[src/i3d_pkg.sv]
`timescale 1ns / 1ps
// i3d_pkg: shared constants, types and helper functions of the 3d distance block
// no dependencies

package i3d_pkg;

    localparam int COORD_BITS = 32;
    localparam int WORD_W     = 32;
    localparam int HALF_W     = 16;
    localparam int SCALE_W    = 5;
    localparam int ROOT_STEPS = WORD_W / 2;
    localparam int ROOT_CNT_W = $clog2(ROOT_STEPS);
    localparam int IN_W       = 6 * WORD_W;

    localparam logic [WORD_W-1:0] ROOT_BIT_INIT = 32'h4000_0000;

    typedef enum logic [2:0] {
        ST_IDLE,
        ST_SHIFT,
        ST_SQUARE,
        ST_SUM,
        ST_ROOT,
        ST_DONE
    } state_t;

    typedef struct packed {
        logic load;
        logic shift;
        logic square;
        logic sum;
        logic root_step;
        logic emit;
    } cmd_t;

    typedef struct packed {
        logic fits;
        logic out_full;
    } status_t;

    // difference wrapped to COORD_BITS and sign extended to a full word
    function automatic logic [WORD_W-1:0] diff_wrap(input logic [WORD_W-1:0] a,
                                                    input logic [WORD_W-1:0] b);
        logic [WORD_W-1:0]            d;
        logic signed [COORD_BITS-1:0] t;
        d = a - b;
        t = d[COORD_BITS-1:0];
        return WORD_W'(t);
    endfunction

    // true when the word fits a signed half word
    function automatic logic fits_half(input logic [WORD_W-1:0] v);
        return (&v[WORD_W-1:HALF_W-1]) | ~(|v[WORD_W-1:HALF_W-1]);
    endfunction

    // magnitude of a value that fits a signed half word
    function automatic logic [HALF_W-1:0] mag_half(input logic [WORD_W-1:0] v);
        logic [WORD_W-1:0] n;
        n = WORD_W'(0) - v;
        return v[WORD_W-1] ? n[HALF_W-1:0] : v[HALF_W-1:0];
    endfunction

endpackage

[src/i3d_ctrl.sv]
`timescale 1ns / 1ps
// i3d_ctrl: controller state machine of the 3d distance block
// depends on i3d_pkg

module i3d_ctrl import i3d_pkg::*; (
    input  logic    aclk,
    input  logic    aresetn,
    input  logic    s_tvalid,
    output logic    s_tready,
    input  status_t status,
    output cmd_t    cmd
);

    state_t                state_reg, state_next;
    logic [ROOT_CNT_W-1:0] cnt_reg, cnt_next;

    always_ff @(posedge aclk) begin
        if (!aresetn) begin
            state_reg <= ST_IDLE;
            cnt_reg   <= '0;
        end else begin
            state_reg <= state_next;
            cnt_reg   <= cnt_next;
        end
    end

    always_comb begin
        state_next = state_reg;
        cnt_next   = cnt_reg;
        cmd        = '0;
        s_tready   = 1'b0;
        case (state_reg)
            ST_IDLE: begin
                s_tready = 1'b1;
                if (s_tvalid) begin
                    cmd.load   = 1'b1;
                    state_next = ST_SHIFT;
                end
            end
            ST_SHIFT: begin
                if (status.fits) begin
                    state_next = ST_SQUARE;
                end else begin
                    cmd.shift = 1'b1;
                end
            end
            ST_SQUARE: begin
                cmd.square = 1'b1;
                state_next = ST_SUM;
            end
            ST_SUM: begin
                cmd.sum    = 1'b1;
                cnt_next   = '0;
                state_next = ST_ROOT;
            end
            ST_ROOT: begin
                cmd.root_step = 1'b1;
                cnt_next      = cnt_reg + 1'b1;
                if (cnt_reg == ROOT_CNT_W'(ROOT_STEPS - 1)) begin
                    state_next = ST_DONE;
                end
            end
            ST_DONE: begin
                if (!status.out_full) begin
                    cmd.emit   = 1'b1;
                    state_next = ST_IDLE;
                end
            end
            default: begin
                state_next = ST_IDLE;
            end
        endcase
    end

endmodule

[src/i3d_datapath.sv]
`timescale 1ns / 1ps
// i3d_datapath: differences, scaling shifter, squares, restoring root, output register
// depends on i3d_pkg

module i3d_datapath import i3d_pkg::*; (
    input  logic              aclk,
    input  logic              aresetn,
    input  logic [IN_W-1:0]   s_tdata,
    input  cmd_t              cmd,
    output status_t           status,
    output logic              m_tvalid,
    input  logic              m_tready,
    output logic [WORD_W-1:0] m_tdata
);

    logic [WORD_W-1:0]  x_reg, y_reg, z_reg;
    logic [SCALE_W-1:0] scale_reg;
    logic [WORD_W-1:0]  sqx_reg, sqy_reg, sqz_reg;
    logic [WORD_W-1:0]  n_reg, root_reg, bit_reg;
    logic [WORD_W-1:0]  m_tdata_reg;
    logic               m_tvalid_reg, m_tvalid_next;

    logic [HALF_W-1:0]  mx, my, mz;
    logic [WORD_W-1:0]  trial;

    assign mx    = mag_half(x_reg);
    assign my    = mag_half(y_reg);
    assign mz    = mag_half(z_reg);
    assign trial = bit_reg + root_reg;

    assign status.fits     = fits_half(x_reg) & fits_half(y_reg) & fits_half(z_reg);
    assign status.out_full = m_tvalid_reg & ~m_tready;

    always_ff @(posedge aclk) begin
        if (cmd.load) begin
            x_reg     <= diff_wrap(s_tdata[0*WORD_W +: WORD_W], s_tdata[3*WORD_W +: WORD_W]);
            y_reg     <= diff_wrap(s_tdata[1*WORD_W +: WORD_W], s_tdata[4*WORD_W +: WORD_W]);
            z_reg     <= diff_wrap(s_tdata[2*WORD_W +: WORD_W], s_tdata[5*WORD_W +: WORD_W]);
            scale_reg <= '0;
        end else if (cmd.shift) begin
            x_reg     <= {x_reg[WORD_W-1], x_reg[WORD_W-1:1]};
            y_reg     <= {y_reg[WORD_W-1], y_reg[WORD_W-1:1]};
            z_reg     <= {z_reg[WORD_W-1], z_reg[WORD_W-1:1]};
            scale_reg <= scale_reg + 1'b1;
        end
        if (cmd.square) begin
            sqx_reg <= WORD_W'(mx) * WORD_W'(mx);
            sqy_reg <= WORD_W'(my) * WORD_W'(my);
            sqz_reg <= WORD_W'(mz) * WORD_W'(mz);
        end
        if (cmd.sum) begin
            n_reg    <= sqx_reg + sqy_reg + sqz_reg;
            root_reg <= '0;
            bit_reg  <= ROOT_BIT_INIT;
        end else if (cmd.root_step) begin
            if (trial <= n_reg) begin
                n_reg    <= n_reg - trial;
                root_reg <= (root_reg >> 1) | bit_reg;
            end else begin
                root_reg <= root_reg >> 1;
            end
            bit_reg <= bit_reg >> 2;
        end
        if (cmd.emit) begin
            m_tdata_reg <= root_reg << scale_reg;
        end
    end

    always_comb begin
        m_tvalid_next = m_tvalid_reg;
        if (cmd.emit) begin
            m_tvalid_next = 1'b1;
        end else if (m_tready) begin
            m_tvalid_next = 1'b0;
        end
    end

    always_ff @(posedge aclk) begin
        if (!aresetn) begin
            m_tvalid_reg <= 1'b0;
        end else begin
            m_tvalid_reg <= m_tvalid_next;
        end
    end

    assign m_tvalid = m_tvalid_reg;
    assign m_tdata  = m_tdata_reg;

endmodule

[src/integer_3d_distance.sv]
`timescale 1ns / 1ps
// integer_3d_distance: top level of the integer 3d distance block
// depends on i3d_pkg, i3d_ctrl, i3d_datapath
//
//  channel | dir | tdata fields, lowest bits first
//  s_      | in  | first_x, first_y, first_z, second_x, second_y, second_z (32 each)
//  m_      | out | distance (32, unsigned)
//
// a request runs through the one-bit-a-step scaling shifter for 0..16 scaling shifts,
// then through the squares, the sum and the 16-step restoring root loop
// one request in flight; the next one is taken while the result waits in the output reg
// a stalled result holds the block in its last state until m_tready
// synchronous active-low reset clears the controller and m_tvalid

module integer_3d_distance import i3d_pkg::*; (
    input  logic              aclk,
    input  logic              aresetn,
    input  logic              s_tvalid,
    output logic              s_tready,
    input  logic [IN_W-1:0]   s_tdata,   // first_x, first_y, first_z, second_x, second_y, second_z
    output logic              m_tvalid,
    input  logic              m_tready,
    output logic [WORD_W-1:0] m_tdata    // distance
);

    cmd_t    cmd;
    status_t status;

    i3d_ctrl u_ctrl (
        .aclk     (aclk),
        .aresetn  (aresetn),
        .s_tvalid (s_tvalid),
        .s_tready (s_tready),
        .status   (status),
        .cmd      (cmd)
    );

    i3d_datapath u_datapath (
        .aclk     (aclk),
        .aresetn  (aresetn),
        .s_tdata  (s_tdata),
        .cmd      (cmd),
        .status   (status),
        .m_tvalid (m_tvalid),
        .m_tready (m_tready),
        .m_tdata  (m_tdata)
    );

endmodule

[config.mk]
export PLATFORM = sky130hd
export DESIGN_NAME = integer_3d_distance
export DESIGN_NICKNAME = d
export VERILOG_FILES = /design/src/i3d_pkg.sv /design/src/i3d_ctrl.sv /design/src/i3d_datapath.sv /design/src/integer_3d_distance.sv
export SDC_FILE = /design/constraint.sdc
export NUM_CORES = 2
export LEC_CHECK = 0
export BUFFER_PORTS_ARGS = -buffer_cell sky130_fd_sc_hd__buf_4
export CORE_ASPECT_RATIO = 1.5
export CORE_MARGIN = 2
export CORE_UTILIZATION = 45
export CTS_CLUSTER_DIAMETER = 80
export CTS_CLUSTER_SIZE = 10
export DETAILED_ROUTE_END_ITERATION = 8
export PLACE_DENSITY = 0.67
export SYNTH_ARGS = -nofsm -noshare
export SYNTH_HDL_FRONTEND = slang
export SYNTH_SLANG_ARGS = --single-unit
[constraint.sdc]
create_clock -name aclk -period 15.7 [get_ports aclk]
set_clock_uncertainty 0.05 [all_clocks]
set_input_delay 2.355 -clock aclk [delete_from_list [all_inputs] [get_ports aclk]]
set_output_delay 2.355 -clock aclk [all_outputs]
set_load 0.02 [all_outputs]
Word-level counts from Yosys, hierarchy flattened
Index checks and enable logic that the tools add are counted.
Word-level totals
  bits in registers: 317
  output and inout port bits: 34
Cells by class
  reduce and logical (&&, ||, !) cells: 14
  $mul: 3
  shifts and indexed selects: 1
  add/sub/neg operators: 12
  order comparisons: 1
  equality and inequality tests: 10
  bitwise gates (word level): 11
  muxes and demuxes: 31
Operator list (number)
  32-bit two-way mux: 7
  32-bit subtractor: 4
  16-bit by 16-bit multiplier with 32-bit output: 3
  31-bit two-way mux: 3
  32-bit adder: 2
  17-bit AND reduction: 3
  17-bit OR reduction: 3
  16-bit two-way mux: 3
  1-bit by 16-bit subtractor with 16-bit output (first input constant): 3
  31-bit by 32-bit adder with 32-bit output: 1
  32-bit less-or-equal comparator: 1
  32-bit by 5-bit << shifter with 32-bit output: 1
  31-bit bitwise OR: 1
  3-bit case mux with 6 select lines: 1
  1-bit two-way mux: 12
  3-bit two-way mux: 4
  2-bit nonzero test: 5
  4-bit case mux with 2 select lines: 1
  3-bit by 2-bit equality test with 1-bit output (second input constant): 2
  3-bit equality test (second input constant): 2
  2-bit inequality test (second input constant): 3
  5-bit by 1-bit adder with 5-bit output (second input constant): 1
  4-bit by 1-bit adder with 4-bit output (second input constant): 1
  4-bit equality test (second input constant): 1
  8 further kinds: 15

Logic depth before layout (Yosys ltp)
  word-level depth: 9
  mapped depth: 33

Modules after synthesis
Synthesis repeated with hierarchy kept, for this count alone.
Unflattened totals
  cells, all modules: 4734
  area, all modules: 44193.6 um^2
By module, submodules not included
  i3d_datapath: area each 43721.9 um^2, times used 1, cells an instance 4677
  i3d_ctrl: area each 471.7 um^2, times used 1, cells an instance 57

Worst setup path before layout
No wires, ideal clock.
  path kind: register to register
  from: register u_datapath.x_reg[5]
  to: register u_datapath.sqx_reg[30], data pin
  data arrival time: 7.807 ns
  setup slack: 7.580 ns
  library setup time: 0.264 ns
  required time: 15.386 ns
  buffers on the path: 0
  stages on the path, launching flop included: 27
  cell sequence: edfxtp_1 -> or4_4 -> nor4_4 -> or4b_1 -> or2_1 -> or3_1 -> nand2_2 -> xnor2_1 -> nand2_1 -> fa_1 -> fa_1 -> inv_1 -> fa_1 -> fa_1 -> fa_1 -> inv_1 -> fa_1 -> inv_1 -> ha_1 -> a21o_1 -> a21o_1 -> a2111oi_0 -> nor2_1 -> o31ai_1 -> o21ai_0 -> a221oi_1 -> xnor2_1
Between the ends
  cells in the longest elaborated chain, start to end: 3
RTL lines
  start, declared: line i3d_datapath.sv:16  | logic [WORD_W-1:0] x_reg, y_reg, z_reg;
  start signal, assigned: line i3d_datapath.sv:36  | x_reg <= diff_wrap(s_tdata[0*WORD_W +: WORD_W], s_tdata[3*WORD_W +: WORD_W]);
  start signal, assigned: line i3d_datapath.sv:41  | x_reg <= {x_reg[WORD_W-1], x_reg[WORD_W-1:1]};
  1-bit by 16-bit subtractor with 16-bit output: line i3d_pkg.sv:58  | n = WORD_W'(0) - v;
  16-bit two-way mux (*): line i3d_pkg.sv:59  | return v[WORD_W-1] ? n[HALF_W-1:0] : v[HALF_W-1:0];
  16-bit by 16-bit multiplier with 32-bit output (*): line i3d_datapath.sv:47  | sqx_reg <= WORD_W'(mx) * WORD_W'(mx);
  end signal, assigned: line i3d_datapath.sv:47
  end, declared: line i3d_datapath.sv:18  | logic [WORD_W-1:0] sqx_reg, sqy_reg, sqz_reg;
Mark *: on every way between the ends. The rest lies on a longest branch, timed or not.
A chain may end at the register's enable or synchronous reset.

Worst setup path after layout
  from: register u_datapath.y_reg[0]
  to: register u_datapath.sqy_reg[31], data pin
Between the ends
  cells in the longest elaborated chain, start to end: 3
RTL lines
  start, declared: line i3d_datapath.sv:16
  start signal, assigned: line i3d_datapath.sv:37  | y_reg <= diff_wrap(s_tdata[1*WORD_W +: WORD_W], s_tdata[4*WORD_W +: WORD_W]);
  start signal, assigned: line i3d_datapath.sv:42  | y_reg <= {y_reg[WORD_W-1], y_reg[WORD_W-1:1]};
  1-bit by 16-bit subtractor with 16-bit output: line i3d_pkg.sv:58
  16-bit two-way mux (*): line i3d_pkg.sv:59
  16-bit by 16-bit multiplier with 32-bit output (*): line i3d_datapath.sv:48  | sqy_reg <= WORD_W'(my) * WORD_W'(my);
  end signal, assigned: line i3d_datapath.sv:48
  end, declared: line i3d_datapath.sv:18
Marks and branches as above.

==> results.md <==
* Status: completed
* Final WS setup at approximately 6.5 ns
* Port Buffers at ~230
* CP max-delay cell: xor2_1
* Antenna violations before repair at 0
* Worst min-delay path category: reg2reg
* RSZ-0062 raised after global routing: no
* Worst-skew pair later-pin latency at 0.59 ns
* Synth cell types at 85
* Minimum clock period after layout at ~9.2 ns
* Post-synth EDFFs at around 250
* CP arrival at between 9 and 10 ns
* CTS tree: done
* Core footprint at between 0.09 and 0.1 mm²
* Starting Density at 0.453
* Via count at 34,900
* CP Max Fanout at 16
* Syn Inst Count at around 5,000
* Post-DRT Antenna Nets at 0
* CTS Buffer Depth at 3
* Pre-CTS setup slack at roughly 6.6 ns
* Clock Sink Count at between 300 and 400
* Synth Flop Type: edfxtp_1
* GRT overflow at 0
* Clk Tree Root Cell: clkbuf_16
* Number of global-route vias before repair at between 30,000 and 40,000
* DP HPWL at 92,600 µm
* Total CTS buffers at 39
* Via/cell ratio at ~5.4
* Fillers at approximately 9,500
* Post-layout util at 0.496
* Mapped Nets at a little over 6,000
* Initial DRC Count at 1,812
* Final Hold Viols at 0
* Nets at approximately 6,300
* Fmax at 108 MHz
* Setup TNS at 0 ns
* Final Wtd Congestion at 0.953
* Commonest non-fill, non-tap cell in the layout: inv_1
* Critical path startpoint category: flop
* H-tree levels at 2
* Die X at 261 µm
* Flops & latches, synth at 313
* Multi-input logic area at around 0.032 mm²
* Die area at about 0.10 mm²
* Drt total wl at between 100,000 and 150,000 µm
* Cell Area, Synth at 0.0446 mm²
* Avg Inst Size Synth at about 9.0 µm²
* Clock transition at path regs at ~0.06 ns
* Hold_buf cts at 0
* Commonest cells after routing, fill and taps aside: inv_1, fa_1, nand2_1
* Asr flop ratio synth at 0
* Max-slew headroom at 0.190
* Postcts setup bufs at 0
* Final setup violation count at 0
* Hold Slack at approximately 0.41 ns
* Total Routing Usage GR at 0.221
* Final critical-path share of the clock period at 0.589
* Max-Cap Viols at 0
* Largest net degree at the start of global routing at approximately 120
* Critical Path End Type: flop
* Crit Path Class: reg2reg
* DRC violations left at 0
* CTS-repair resized insts at 0
* Ports at 230
* Row cnt at 141
* Initial DRT Pass Iterations at 5
* Layout cell share with drive strength beyond 1 at 0.0743
* Worst-margin pin slew at between 1 and 1.5 ns
* Fin. max-slew vios at 0
* Post-DR wirelength/cell at roughly 17 µm
* Yosys Warn Count at 0
* First-pass GRT wire length at around 180,000 µm
* Max stage delay on crit path at between 0.5 and 0.6 ns
* Die height at 390 µm
* Area Growth Syn to Fin at 9.50%
* CP Data Required Time at about 16 ns
* Sequential cell area at roughly 0.0088 mm²
* Post-synthesis sequential area ratio at 0.197
worst max-delay path: cells and delay by family, from the launching register on:
family / cells / cell delay [ns]
XOR/XNOR: 1 / 0.57
buffers and inverters: 7 / 1.25
AO/OA/AOI/OAI: 9 / 1.87
adder cells (fa/ha/maj): 8 / 3.58
AND/OR/NAND/NOR: 4 / 1.16
flip-flops: 1 / 0.49
per-stage QoR:
stage / cells / instance area (µm²)
6_report: 6454 / 48900
5_1_grt: 6453 / 48900
4_1_cts: 6453 / 48900
3_5_place_dp: 6390 / 47700
3_3_place_gp: 6390 / 47700
2_1_floorplan: 4984 / 44600
per-layer routing:
metal	routed length (µm)	track usage	vias up	part of all wire
met1	42800	0.250	16800	0.39
met3	4020	0.0202	264	0.036
met4	5560	0.103	0	0.050
met5	0	0	-	0
met2	58700	0.414	861	0.53
li1	-	-	17000	-
layout make-up:
type,count,share of cell area
antenna,1,0.0000512
inverter,845,0.0649
multi-input combinational,3675,0.657
clock inverter,7,0.00179
tap,1287,0.0330
clock buffer,56,0.0215
timing repair buffer,270,0.0415
sequential,313,0.180
final timing paths:
kind         cells after the start                      to           startpoint  slack (ns)
max                             29  u_datapath.sqy_reg[31]  u_datapath.y_reg[0]        6.45
min reg2reg                      1       u_ctrl.cnt_reg[3]    u_ctrl.cnt_reg[3]        0.41
max reg2reg                     29  u_datapath.sqy_reg[31]  u_datapath.y_reg[0]        6.45
min                              1       u_ctrl.cnt_reg[3]    u_ctrl.cnt_reg[3]        0.41
cells by family (layout without fill, tap and decap cells):
group | count (synthesis) | after routing | synth area share
buffers and inverters | 996 | 1178 | 0.0838
other | 0 | 1 | 0
DFF | 313 | 313 | 0.197
AOI/OAI and AO/OA | 1050 | 1050 | 0.147
xor gates and xnor gates | 308 | 308 | 0.0610
adders and majority gates | 992 | 992 | 0.366
muxes | 64 | 64 | 0.0175
and+or+nand+nor | 1261 | 1261 | 0.127
cells in the mapped netlist, types with 37 or more instances:
| library cell | number | area, µm² |
|---|---|---|
| nor3_1 | 59 | 295 |
| o21ai_0 | 274 | 1370 |
| dfxtp_1 | 60 | 1200 |
| nand2_1 | 522 | 1960 |
| a31oi_1 | 43 | 269 |
| nand2b_1 | 41 | 257 |
| mux2i_1 | 41 | 410 |
| xnor2_1 | 168 | 1470 |
| o21a_1 | 43 | 323 |
| clkbuf_1 | 141 | 529 |
| nand4_1 | 41 | 257 |
| a21oi_1 | 294 | 1470 |
| ha_1 | 470 | 5880 |
| fa_1 | 522 | 10500 |
| nand3_1 | 53 | 265 |
| xor2_1 | 138 | 1210 |
| a211oi_1 | 37 | 278 |
| a21o_1 | 127 | 953 |
| edfxtp_1 | 253 | 7600 |
| nor2_1 | 349 | 1310 |
| inv_1 | 822 | 3090 |
| nor2b_1 | 39 | 244 |
Power is left out: the tool's default activity adds up to more than one toggle a clock period on the data nets, which glitch-free logic cannot reach.
